### config.mk
export PLATFORM = sky130hd
export DESIGN_NAME = rv32_front
export DESIGN_NICKNAME = d
export VERILOG_FILES = /design/src/rtl/rv32_pkg.sv /design/src/rtl/rv32_front.sv
export SDC_FILE = /design/constraint.sdc
export NUM_CORES = 1
export LEC_CHECK = 0
export BUFFER_PORTS_ARGS = -buffer_cell sky130_fd_sc_hd__buf_2
export CAP_MARGIN = 20
export CORE_MARGIN = 2
export CORE_UTILIZATION = 40
export DETAILED_ROUTE_END_ITERATION = 10
export PLACE_DENSITY = 0.63
export SKIP_LAST_GASP = 1
export SLEW_MARGIN = 20
export SYNTH_ARGS = -nofsm -noshare
export SYNTH_HDL_FRONTEND = slang
export SYNTH_SLANG_ARGS = --single-unit
export TNS_END_PERCENT = 100
### constraint.sdc
create_clock -name clk -period 9.7 [get_ports clk]
set_input_delay 0.485 -clock clk [delete_from_list [all_inputs] [get_ports clk]]
set_output_delay 0.485 -clock clk [all_outputs]
set_load 0.05 [all_outputs]
### src/rtl/rv32_pkg.sv
// Shared types and codes for the RV32IM execute unit.
`default_nettype none
package rv32_pkg;

  localparam logic [6:0] OPC_LOAD   = 7'h03;
  localparam logic [6:0] OPC_STORE  = 7'h23;
  localparam logic [6:0] OPC_OPIMM  = 7'h13;
  localparam logic [6:0] OPC_OP     = 7'h33;
  localparam logic [6:0] OPC_BRANCH = 7'h63;
  localparam logic [6:0] OPC_JAL    = 7'h6F;
  localparam logic [6:0] OPC_JALR   = 7'h67;
  localparam logic [6:0] OPC_LUI    = 7'h37;
  localparam logic [6:0] OPC_AUIPC  = 7'h17;
  localparam logic [6:0] OPC_SYSTEM = 7'h73;

  localparam logic [11:0] CSR_MEPC    = 12'h341;
  localparam logic [11:0] CSR_MCAUSE  = 12'h342;
  localparam logic [11:0] CSR_MSTATUS = 12'h300;
  localparam logic [11:0] CSR_MTVEC   = 12'h305;
  localparam logic [31:0] MRET_STATUS = 32'h80;

  localparam logic [31:0] INSN_EBREAK = 32'h0010_0073;
  localparam logic [31:0] INSN_ECALL  = 32'h0000_0073;
  localparam logic [31:0] INSN_MRET   = 32'h3020_0073;

  localparam logic [1:0] ST_OK     = 2'd0;
  localparam logic [1:0] ST_EBREAK = 2'd1;
  localparam logic [1:0] ST_ILLEGAL = 2'd2;
  localparam logic [1:0] ST_BADCSR = 2'd3;

  localparam int QDEPTH = 2;
  localparam int QPTRW  = 1;

  // item kind chosen by the front end
  typedef enum logic [2:0] {
    K_SIMPLE, K_MUL, K_DIV, K_CSR, K_ECALL, K_MRET
  } kind_t;

  typedef struct packed {
    kind_t       kind;
    logic [31:0] instruction;
    logic [31:0] pc;
    logic [31:0] rs1_value;
    logic [31:0] rs2_value;
    logic [31:0] load_data;
    logic [31:0] a7_value;
  } qitem_t;

  typedef struct packed {
    logic        rd_write;
    logic [4:0]  rd_index;
    logic [31:0] rd_value;
    logic [31:0] next_pc;
    logic        mem_read;
    logic        mem_write;
    logic [1:0]  mem_size;
    logic [31:0] mem_address;
    logic [31:0] mem_write_data;
    logic [1:0]  status;
  } result_t;

  typedef enum logic [2:0] {
    S_IDLE, S_MUL1, S_MUL2, S_DIV, S_DIVFIX, S_DONE
  } bstate_t;

endpackage
`default_nettype wire

### src/rtl/rv32_front.sv
// Front end: takes items in, classifies them and holds them in a short queue.
`default_nettype none
module rv32_front (
  input  wire logic            clk,
  input  wire logic            rst,
  input  wire logic            in_valid,
  output logic                 in_ready,
  input  wire logic [191:0]    in_data,
  output logic                 q_valid,
  input  wire logic            q_pop,
  output rv32_pkg::qitem_t     q_head
);
  rv32_pkg::qitem_t       mem [rv32_pkg::QDEPTH];
  logic [rv32_pkg::QPTRW-1:0] wptr, rptr;
  logic [rv32_pkg::QPTRW:0]   count;
  rv32_pkg::qitem_t       it;
  logic [6:0] opc;
  logic       push;

  always_comb begin
    it.instruction = in_data[31:0];
    it.pc          = in_data[63:32];
    it.rs1_value   = in_data[95:64];
    it.rs2_value   = in_data[127:96];
    it.load_data   = in_data[159:128];
    it.a7_value    = in_data[191:160];
    opc = in_data[6:0];
    it.kind = rv32_pkg::K_SIMPLE;
    if (opc == rv32_pkg::OPC_OP && in_data[31:25] == 7'd1) begin
      it.kind = in_data[14] ? rv32_pkg::K_DIV : rv32_pkg::K_MUL;
    end else if (opc == rv32_pkg::OPC_SYSTEM) begin
      if (in_data[14:12] == 3'd1 || in_data[14:12] == 3'd2) it.kind = rv32_pkg::K_CSR;
      else if (in_data[31:0] == rv32_pkg::INSN_ECALL) it.kind = rv32_pkg::K_ECALL;
      else if (in_data[31:0] == rv32_pkg::INSN_MRET) it.kind = rv32_pkg::K_MRET;
    end
  end

  assign in_ready = count != (rv32_pkg::QPTRW+1)'(rv32_pkg::QDEPTH);
  assign push     = in_valid && in_ready;
  assign q_valid  = count != '0;
  assign q_head   = mem[rptr];

  always_ff @(posedge clk) begin
    if (push) mem[wptr] <= it;
  end

  always_ff @(posedge clk) begin
    if (rst) begin
      wptr <= '0; rptr <= '0; count <= '0;
    end else begin
      if (push) wptr <= wptr + 1'b1;
      if (q_pop) rptr <= rptr + 1'b1;
      count <= count + (rv32_pkg::QPTRW+1)'(push) - (rv32_pkg::QPTRW+1)'(q_pop);
    end
  end
endmodule
`default_nettype wire

# Word-level counts from Yosys, hierarchy flattened
# Memories as Yosys holds them, arrays and structs flattened. A register that Yosys moved wholly into a read port is not among the register bits.
# Index checks and enable logic that the tools add are counted.
# totals
latch_bits	0
out_inout_bits	197
n_memories	1
rom_bits	0
word_cells	30
ram_bits	390
regBits	4
# memory_table
memory	words	word_bits	read_ports	rd_ports_with_merged_regs	wr	line	rtl
mem	2	195	1	1	1	rv32_front.sv:13	rv32_pkg::qitem_t mem [rv32_pkg::QDEPTH];
# op_classes
order_cmp	0
multipliers	0
add_sub_neg	4
shifts	0
reduce_logical	4
n_bitwise	0
n_div	0
eq_ne	8
mux	10
# ops
op	n
$eq 32x30->1 const B	1
$eq 32x7->1 const B	1
$mux 3	5
$eq 7x1->1 const B	1
$eq 7x6->1 const B	1
$eq 7x7->1 const B	1
$mux 1	4
$eq 3x1->1 const B	1
$eq 3x2->1 const B	1
$add 1x1->1 const B	2
$add 2x1->2	1
$logic_and 1x1->1	2
$mux 2	1
$ne 2x2->1 const B	1
$reduce_bool 2->1	1
$sub 2x1->2	1
$logic_or 1x1->1	1

# Longest topological paths before layout
# Gate-level depths: netlist (run 1).
# depth
depth_word	6
ltp_mapped	8

# Worst setup path after synthesis (run 1)
# Ideal clock, no wire load.
# synth_path
kind	register to register
startpoint	reg count[0] (netlist bit)
endpoint	mem mem[0][0] (netlist bit) (enable)
arrival_time_ns	9.089
path_slack_ns	-0.144
stages_incl_launch_ff	4
path_buffers	0
cell_sequence	dfxtp_1 nand2b_1 nand2_1 nor2_1
# synth_between
elab_chain_len	4
# synth_lines
element	line	rtl
start: declaration	rv32_front.sv:15	logic [rv32_pkg::QPTRW:0] count;
start signal: assignment	rv32_front.sv:53	count <= count + (rv32_pkg::QPTRW+1)'(push) - (rv32_pkg::QPTRW+1)'(q_pop);
$ne 2x2->1	rv32_front.sv:38	assign in_ready = count != (rv32_pkg::QPTRW+1)'(rv32_pkg::QDEPTH);
via in_ready	rv32_front.sv:7	output logic in_ready,
$logic_and 1x1->1	rv32_front.sv:39	assign push = in_valid && in_ready;
$mux 1	rv32_front.sv:44	if (push) mem[wptr] <= it;
$mux 1 (not written as such)	rv32_front.sv:44	
end: declaration	rv32_front.sv:13	
# The timed path passes the listed nets, and every way through them passes these cells.

==> impl_metrics.prom, run 1 <==
# TYPE chip_impl_metric gauge
chip_impl_metric{name="dp.cells",unit=""} 1489
chip_impl_metric{name="fmaxAchievable",unit="MHz"} 270
chip_impl_metric{name="synth-edff-count",unit=""} 390
chip_impl_metric{name="synthesis.area_per_instance",unit="um2"} 22.2
chip_impl_info{name="clock_tree_from_tritoncts",value="built"} 1
chip_impl_metric{name="die-area",unit="mm2"} 0.0376
chip_impl_metric{name="antenna_violations_before_repair",unit=""} 10
chip_impl_metric{name="netSwitchingPower",unit="uW"} 1590
chip_impl_metric{name="clkLatencyLatePin",unit="ns"} 0.54
chip_impl_metric{name="path_clk_slew",unit="ns"} 0.06
chip_impl_metric{name="die_h",unit="um"} 194
chip_impl_metric{name="starting_density_of_the_core",unit="%"} 40.6
chip_impl_metric{name="mappedNetlistNets",unit=""} 849
chip_impl_metric{name="critical_path_required",unit="ns"} 9.22
chip_impl_info{name="type_of_the_most_critical_hold_path",value="in2reg"} 1
chip_impl_metric{name="grt_overflow",unit=""} 0
chip_impl_info{name="clock_tree.root_cell",value="sky130_fd_sc_hd__clkbuf_16"} 1
chip_impl_metric{name="cts_made_buffers",unit=""} 42
chip_impl_metric{name="crit_arrival",unit="ns"} 3.22
chip_impl_metric{name="hold_buffers",unit=""} 0
chip_impl_metric{name="comb_power_share",unit="%"} 24.4
chip_impl_metric{name="numClockSinks",unit=""} 395
chip_impl_metric{name="routed_wl",unit="um"} 30600
chip_impl_metric{name="worst_vdd_rail_ir_drop",unit="mV"} 0.232
chip_impl_metric{name="gp_congestion",unit=""} 0.729
chip_impl_metric{name="std_cell_rows",unit=""} 69
chip_impl_metric{name="drt-wirelength-per-cell",unit="um"} 19.6
chip_impl_metric{name="design.core.area",unit="mm2"} 0.0356
chip_impl_metric{name="number_of_buffers_and_inverters_on_the_critical_path",unit=""} 2
chip_impl_metric{name="power.internal",unit="uW"} 3360
chip_impl_metric{name="grt_max_degree",unit=""} 73
chip_impl_metric{name="netlist-cell-type-count",unit=""} 30
chip_impl_metric{name="worst-slew-pin-transition",unit="ns"} 1.06
chip_impl_metric{name="power.share.clock",unit="%"} 30.1
chip_impl_metric{name="setup_violations",unit=""} 0
chip_impl_info{name="kind_of_cell_adding_the_most_delay_to_the_critical_path",value="buffers and inverters"} 1
chip_impl_metric{name="multi_input_area",unit="mm2"} 0.00248
chip_impl_info{name="critPathSlowestCell",value="sky130_fd_sc_hd__dfxtp_4"} 1
chip_impl_metric{name="timing.max_slew.rel_slack",unit="%"} 29.4
chip_impl_metric{name="io_pins",unit=""} 393
chip_impl_info{name="timing.critical_path.to_type",value="primary output"} 1
chip_impl_metric{name="synth-seq-cells",unit=""} 395
chip_impl_metric{name="leakage",unit="uW"} 0.00671
chip_impl_metric{name="postSynthCellCount",unit=""} 651
chip_impl_info{name="result_of_the_run",value="complete, no violations"} 1
chip_impl_metric{name="post_synth_instance_area",unit="mm2"} 0.0144
chip_impl_metric{name="drt-pass1-iter-count",unit=""} 4
chip_impl_metric{name="max-cap-violations",unit=""} 0
chip_impl_metric{name="avgViaCountPerCell",unit=""} 4.86
chip_impl_metric{name="cts.htree.levels",unit=""} 2
chip_impl_metric{name="drcViolationCount",unit=""} 0
chip_impl_metric{name="antenna_violating_nets_post_route",unit=""} 0
chip_impl_metric{name="track_usage",unit="%"} 15.9
chip_impl_metric{name="grt_pass1_wl",unit="um"} 45700
chip_impl_metric{name="power.share.sequential",unit="%"} 45.5
chip_impl_metric{name="final-seq-area",unit="mm2"} 0.0118
chip_impl_metric{name="timing_max_transition_violations_final",unit=""} 0
chip_impl_metric{name="layout_stage_area_growth_over_the_synthesis_result",unit="%"} 26.0
chip_impl_info{name="critical_path_class",value="reg2out"} 1
chip_impl_metric{name="p_sw_share",unit="%"} 32.2
chip_impl_metric{name="cts_resized",unit=""} 0
chip_impl_metric{name="timing.final.hold_violations",unit=""} 0
chip_impl_metric{name="via_count",unit=""} 7596
chip_impl_metric{name="period_needed",unit="ns"} 3.70
chip_impl_metric{name="skew",unit="ns"} 0.0188
chip_impl_info{name="timing.critical_path.cells",value="buf_4 -> mux2_2 -> buf_2"} 1
chip_impl_metric{name="setup_tns",unit="ns"} 0
chip_impl_metric{name="io_buffer_count",unit=""} 392
chip_impl_metric{name="synth.yosys.seq_area_share",unit="%"} 81.9
chip_impl_metric{name="critical_path_peak_fanout",unit=""} 72
chip_impl_metric{name="power.density",unit="mW/mm2"} 272
chip_impl_metric{name="critical_path.max_stage_delay",unit="ns"} 1.01
chip_impl_metric{name="postSynth.asyncResetShare",unit="%"} 0
chip_impl_metric{name="fin_cells",unit=""} 1564
chip_impl_metric{name="filler_cell_count",unit=""} 2946
chip_impl_metric{name="drt_iter0_markers",unit=""} 343
chip_impl_info{name="postSynth.topFlopCell",value="sky130_fd_sc_hd__edfxtp_1"} 1
chip_impl_metric{name="max_root_sink_buffers",unit=""} 3
chip_impl_metric{name="total_power",unit="uW"} 4950
chip_impl_metric{name="timing.final.crit_share",unit="%"} 38.2
chip_impl_metric{name="post_cts.repair.setup_buffers",unit=""} 0
chip_impl_metric{name="die_w",unit="um"} 194
chip_impl_metric{name="finish.net_count",unit=""} 1270
chip_impl_metric{name="finalCoreUtilization",unit="%"} 51.1
chip_impl_metric{name="vias_in_the_first_global_route",unit=""} 7938
chip_impl_info{name="grt_setup_unrepaired",value="no"} 1
chip_impl_info{name="cp-start-kind",value="flip-flop"} 1
chip_impl_metric{name="finalHoldWorstSlack",unit="ns"} 0.121
chip_impl_metric{name="post_route_cells_drive_above_1_share",unit="%"} 54.2
chip_impl_metric{name="yosysWarningCount",unit=""} 0
chip_impl_metric{name="place_hpwl",unit="um"} 20400
==> final timing paths <==
check,depth (start not counted),slack [ns],start,end
max,3,6.00,flip-flop,q_head[101]
min,1,0.12,in_data[110],mem[0][78]$_DFFE_PP_
max reg2reg,5,6.38,count[0]$_SDFF_PP0_,mem[0][150]$_DFFE_PP_
min reg2reg,2,0.52,rptr$_SDFFE_PP0P_,flip-flop
==> per-layer routing <==
layer  share of wire, %  vias to the layer above  track usage (%)  wire length, um
li1                   -                     3462                -                -
met1                 39                     3740             18.7            12000
met2                 48                      317             26.2            14700
met3                9.8                       65             6.30             2990
met4                2.8                       12             6.43              862
met5               0.27                        -                0               83
==> area by class of cell <==
class | instances | area share [%]
clock buffers | 59 | 6.42
inverters | 1 | 0.0207
repair buffers | 399 | 11.1
flip-flops and latches | 395 | 65.0
clock inverters | 12 | 0.599
multi-input cells | 233 | 13.6
diodes | 4 | 0.0551
well taps | 461 | 3.17
==> Yosys cell counts (2+ instances only) <==
cell	n	area share (%)
sky130_fd_sc_hd__buf_2	6	0.21
sky130_fd_sc_hd__buf_4	15	0.78
sky130_fd_sc_hd__dfxtp_1	5	0.69
sky130_fd_sc_hd__edfxtp_1	390	81
sky130_fd_sc_hd__ha_1	2	0.17
sky130_fd_sc_hd__mux2_1	58	4.5
sky130_fd_sc_hd__mux2_2	137	11
sky130_fd_sc_hd__nand2_1	2	0.052
sky130_fd_sc_hd__nand3_1	3	0.10
sky130_fd_sc_hd__nand3b_1	2	0.10
sky130_fd_sc_hd__nor2_1	5	0.13
sky130_fd_sc_hd__nor4_1	5	0.22
sky130_fd_sc_hd__xnor2_1	2	0.12
sky130_fd_sc_hd__xor2_1	3	0.18
==> stage by stage <==
stage	cell area [um2]	setup slack [ns]
2_1_floorplan	14400	3.16
3_3_place_gp	16900	6.27
3_5_place_dp	16900	6.24
4_1_cts	18200	5.91
5_1_grt	18200	5.83
6_report	18200	6.00
==> logic make-up (layout without fill, tap and decap cells) <==
family / after synthesis / after routing / synth area share, %
mux: 195 / 195 / 15.2
other cells: 0 / 4 / 0
xor+xnor: 5 / 5 / 0.304
simple gates: 27 / 27 / 1.18
buf+inv: 23 / 471 / 1.04
flops: 395 / 395 / 81.9
fa+ha+maj: 2 / 2 / 0.173
compound gates: 4 / 4 / 0.208
==> cells in the final DEF (no fill, tap or decap), types with 2 or more instances in the layout <==
cell type / netlist / final
sky130_fd_sc_hd__nor4_1: 5 / 5
sky130_fd_sc_hd__buf_2: 6 / 392
sky130_fd_sc_hd__dfxtp_1: 5 / 4
sky130_fd_sc_hd__mux2_2: 137 / 137
sky130_fd_sc_hd__clkbuf_1: 1 / 13
sky130_fd_sc_hd__bufinv_16: 0 / 2
sky130_fd_sc_hd__clkbuf_8: 0 / 3
sky130_fd_sc_hd__diode_2: 0 / 4
sky130_fd_sc_hd__clkbuf_16: 0 / 43
sky130_fd_sc_hd__ha_1: 2 / 2
sky130_fd_sc_hd__clkinv_1: 0 / 4
sky130_fd_sc_hd__nand3_1: 3 / 3
sky130_fd_sc_hd__xnor2_1: 2 / 2
sky130_fd_sc_hd__nand2_1: 2 / 2
sky130_fd_sc_hd__clkinv_2: 0 / 5
sky130_fd_sc_hd__nand3b_1: 2 / 2
sky130_fd_sc_hd__edfxtp_1: 390 / 390
sky130_fd_sc_hd__xor2_1: 3 / 3
sky130_fd_sc_hd__mux2_1: 58 / 58
sky130_fd_sc_hd__buf_4: 15 / 7
sky130_fd_sc_hd__nor2_1: 5 / 4
==> state kept, by name, summed over array words and instances, names as in the netlist, named ones only <==
name and count:
count 2, mem 390, rptr 1, wptr 1
==> power groups by stage <==
stage / Sequential [uW] / Combinational, uW / Clock [uW]
finish: 2250 / 1210 / 1490
global route: 2280 / 1270 / 1600
CTS: 2260 / 1220 / 1540
detailed placement: 2290 / 1220 / 0
global placement: 2280 / 1220 / 0
floorplan: 2310 / 922 / 0
Note: power is estimated with default switching activity, not from simulation.
==> run 2: changes to the inputs <==
Clock period 9.7 ns to 3.2 ns, I/O delays scaled along.
==> impl_metrics.prom, run 2 (synthesis gave the netlist of run 1 again) <==
# TYPE chip_impl_metric gauge
chip_impl_info{name="top_register",value="mem"} 1
chip_impl_info{name="grt_setup_unrepaired",value="no"} 1
chip_impl_info{name="hold_end",value="mem[0][4]$_DFFE_PP_"} 1
chip_impl_metric{name="setup.reg_to_reg.worst_slack",unit="ns"} 1.34
chip_impl_info{name="critPathSlowestCell",value="sky130_fd_sc_hd__dfxtp_4"} 1
chip_impl_metric{name="comb_power_share",unit="%"} 26.2
chip_impl_metric{name="timing.final.hold_violations",unit=""} 0
chip_impl_metric{name="netSwitchingPower",unit="uW"} 4920
chip_impl_info{name="cp-start-kind",value="flip-flop"} 1
chip_impl_metric{name="numClockSinks",unit=""} 395
chip_impl_metric{name="post_route_cells_drive_above_1_share",unit="%"} 46.5
chip_impl_metric{name="std_cell_rows",unit=""} 69
chip_impl_metric{name="power.density",unit="mW/mm2"} 747
chip_impl_info{name="largestRegisters",value="mem (390), count (2)"} 1
chip_impl_metric{name="finish.net_count",unit=""} 1471
chip_impl_metric{name="antenna_violating_nets_post_route",unit=""} 0
chip_impl_metric{name="critical_path.max_stage_delay",unit="ns"} 0.80
chip_impl_info{name="regToRegStartpoint",value="count[0]$_SDFF_PP0_"} 1
chip_impl_metric{name="finalHoldWorstSlack",unit="ns"} 0.339
chip_impl_metric{name="worst_vdd_rail_ir_drop",unit="mV"} 0.643
chip_impl_metric{name="drcViolationCount",unit=""} 0
chip_impl_metric{name="antenna_violations_before_repair",unit=""} 1
chip_impl_metric{name="grt_overflow",unit=""} 0
chip_impl_metric{name="power.share.sequential",unit="%"} 45.2
chip_impl_metric{name="timing_max_transition_violations_final",unit=""} 0
chip_impl_metric{name="path_clk_slew",unit="ns"} 0.06
chip_impl_metric{name="grt_max_degree",unit=""} 108
chip_impl_metric{name="layout_stage_area_growth_over_the_synthesis_result",unit="%"} 40.0
chip_impl_metric{name="worst_hold_path_stage_count",unit=""} 2
chip_impl_metric{name="max-cap-violations",unit=""} 0
chip_impl_info{name="clock_tree.root_cell",value="sky130_fd_sc_hd__clkbuf_16"} 1
chip_impl_metric{name="largest_register_ff_count",unit=""} 390
chip_impl_metric{name="power.internal",unit="uW"} 10200
chip_impl_info{name="type_of_the_most_critical_hold_path",value="in2reg"} 1
chip_impl_metric{name="design.core.area",unit="mm2"} 0.0356
chip_impl_info{name="critical_path_class",value="reg2out"} 1
chip_impl_metric{name="cts_made_buffers",unit=""} 41
chip_impl_metric{name="post_cts.repair.setup_buffers",unit=""} 0
chip_impl_metric{name="max_root_sink_buffers",unit=""} 3
chip_impl_metric{name="die-area",unit="mm2"} 0.0376
chip_impl_metric{name="drt-wirelength-per-cell",unit="um"} 18.8
chip_impl_metric{name="place_hpwl",unit="um"} 20900
chip_impl_metric{name="track_usage",unit="%"} 17.4
chip_impl_metric{name="timing.max_slew.rel_slack",unit="%"} 52.0
chip_impl_metric{name="worst-slew-pin-transition",unit="ns"} 0.720
chip_impl_info{name="hold_path.startpoint",value="in_data[164]"} 1
chip_impl_metric{name="critical_path_required",unit="ns"} 3.04
chip_impl_metric{name="fmaxAchievable",unit="MHz"} 395
chip_impl_metric{name="avgViaCountPerCell",unit=""} 4.73
chip_impl_metric{name="setup_violations",unit=""} 0
chip_impl_metric{name="setup_tns",unit="ns"} 0
chip_impl_metric{name="via_count",unit=""} 8332
chip_impl_metric{name="p_sw_share",unit="%"} 32.6
chip_impl_info{name="layout.cells.most_common",value="sky130_fd_sc_hd__buf_2"} 1
chip_impl_metric{name="grt_pass1_wl",unit="um"} 50800
chip_impl_info{name="timing.critical_path.cells",value="buf_12 -> mux2_2 -> buf_2"} 1
chip_impl_info{name="most-common-layout-cells",value="sky130_fd_sc_hd__buf_2 (392), sky130_fd_sc_hd__edfxtp_1 (390), sky130_fd_sc_hd__dlygate4sd3_1 (196), sky130_fd_sc_hd__mux2_2 (137), sky130_fd_sc_hd__mux2_1 (58)"} 1
chip_impl_metric{name="cts.htree.levels",unit=""} 2
chip_impl_metric{name="timing.reg2reg.worst_path_depth",unit=""} 3
chip_impl_metric{name="io_buffer_count",unit=""} 392
chip_impl_metric{name="design_area",unit="mm2"} 0.0202
chip_impl_metric{name="die_h",unit="um"} 194
chip_impl_metric{name="io_pins",unit=""} 393
chip_impl_metric{name="starting_density_of_the_core",unit="%"} 40.6
chip_impl_metric{name="crit_arrival",unit="ns"} 2.37
chip_impl_metric{name="power.share.clock",unit="%"} 28.6
chip_impl_metric{name="gp_congestion",unit=""} 0.756
chip_impl_info{name="worst_r2r_endpoint",value="mem[1][39]$_DFFE_PP_"} 1
chip_impl_metric{name="die_w",unit="um"} 194
chip_impl_info{name="clock_tree_from_tritoncts",value="built"} 1
chip_impl_metric{name="critical_path_peak_fanout",unit=""} 48
chip_impl_info{name="result_of_the_run",value="complete, no violations"} 1
chip_impl_info{name="timing.critical_path.to_type",value="primary output"} 1
chip_impl_metric{name="skew",unit="ns"} 0.0237
chip_impl_metric{name="finalCoreUtilization",unit="%"} 56.8
chip_impl_metric{name="timing.final.crit_share",unit="%"} 79.1
chip_impl_metric{name="placed_area",unit="mm2"} 0.0170
chip_impl_metric{name="clkLatencyLatePin",unit="ns"} 0.55
chip_impl_metric{name="leakage",unit="uW"} 0.00756
chip_impl_metric{name="vias_in_the_first_global_route",unit=""} 9155
chip_impl_metric{name="drt-pass1-iter-count",unit=""} 4
chip_impl_metric{name="period_needed",unit="ns"} 2.53
chip_impl_metric{name="total_power",unit="uW"} 15100
chip_impl_metric{name="routed_wl",unit="um"} 33200
chip_impl_metric{name="drt_iter0_markers",unit=""} 363
-- run 2: cell count changes in the layout (fill, tap and decap cells not counted), sizes merged --
cell | previous run | this run
dlygate4sd3 | 0 | 196
clkinv | 9 | 15
clkinvlp | 0 | 1
bufinv | 2 | 1
clkbuf | 59 | 51
inv | 2 | 3
diode | 4 | 1
buf | 399 | 405
-- run 2: how the worst max path moves through the flow --
| stage | from | end | slack, ns | cells after the start |
|---|---|---|---|---|
| 2_1_floorplan | count[0]$_SDFF_PP0_ | mem[0][0]$_DFFE_PP_ | -0.75 | 3 |
| 6_report | flip-flop | q_head[104] | 0.67 | 3 |
| 3_5_place_dp | flip-flop | q_head[56] | 1.25 | 3 |
| 5_1_grt | flip-flop | q_head[56] | 0.56 | 3 |
| 4_1_cts | flip-flop | q_head[56] | 0.64 | 3 |
| 3_3_place_gp | flip-flop | q_head[62] | 1.24 | 3 |
-- run 2: layout make-up --
class	instances	area [um2]
fillers	2750	15400
diodes	1	2.50
clock buffers	51	1080
repair buffers	601	4110
clock inverters	19	119
inverters	1	3.75
flip-flops and latches	395	11800
multi-input cells	233	2490
well taps	461	577
-- run 2: per-stage QoR --
stage	setup WS, ns	cells
final	0.670	1762
after global routing	0.562	1762
after CTS	0.636	1761
after detailed placement	1.25	1495
after global placement	1.24	1495
after floorplan	-0.747	651
-- run 2: power by group through the flow --
stage	sequential (uW)	combinational, uW	clock [uW]
final	6820	3950	4310
after detailed placement	6930	3770	0
after floorplan	6920	2810	0
after global placement	6900	3770	0
after CTS	6820	3980	4420
after global routing	6890	4140	4640
-- run 2: repair_timing --
action | in CTS | in global routing
hold buffers | 196 | 0
hold endpoints to repair | 393 | 0
resized for setup | 0 | 0
-- run 2: worst max-delay path: cells and delay by family, from the launching register on --
kind | cells | cell delay [ns]
buffers and inverters | 2 | 0.55
flip-flops | 1 | 0.80
multiplexers | 1 | 0.38
-- run 2: metal layers --
| layer | global-route usage, % | up-vias | share of wire (%) |
|---|---|---|---|
| met2 | 30.0 | 301 | 50 |
| met3 | 7.60 | 56 | 9.3 |
| li1 | - | 3867 | - |
| met1 | 19.6 | 4108 | 39 |
| met4 | 5.36 | 0 | 2.1 |
| met5 | 0 | - | 0 |
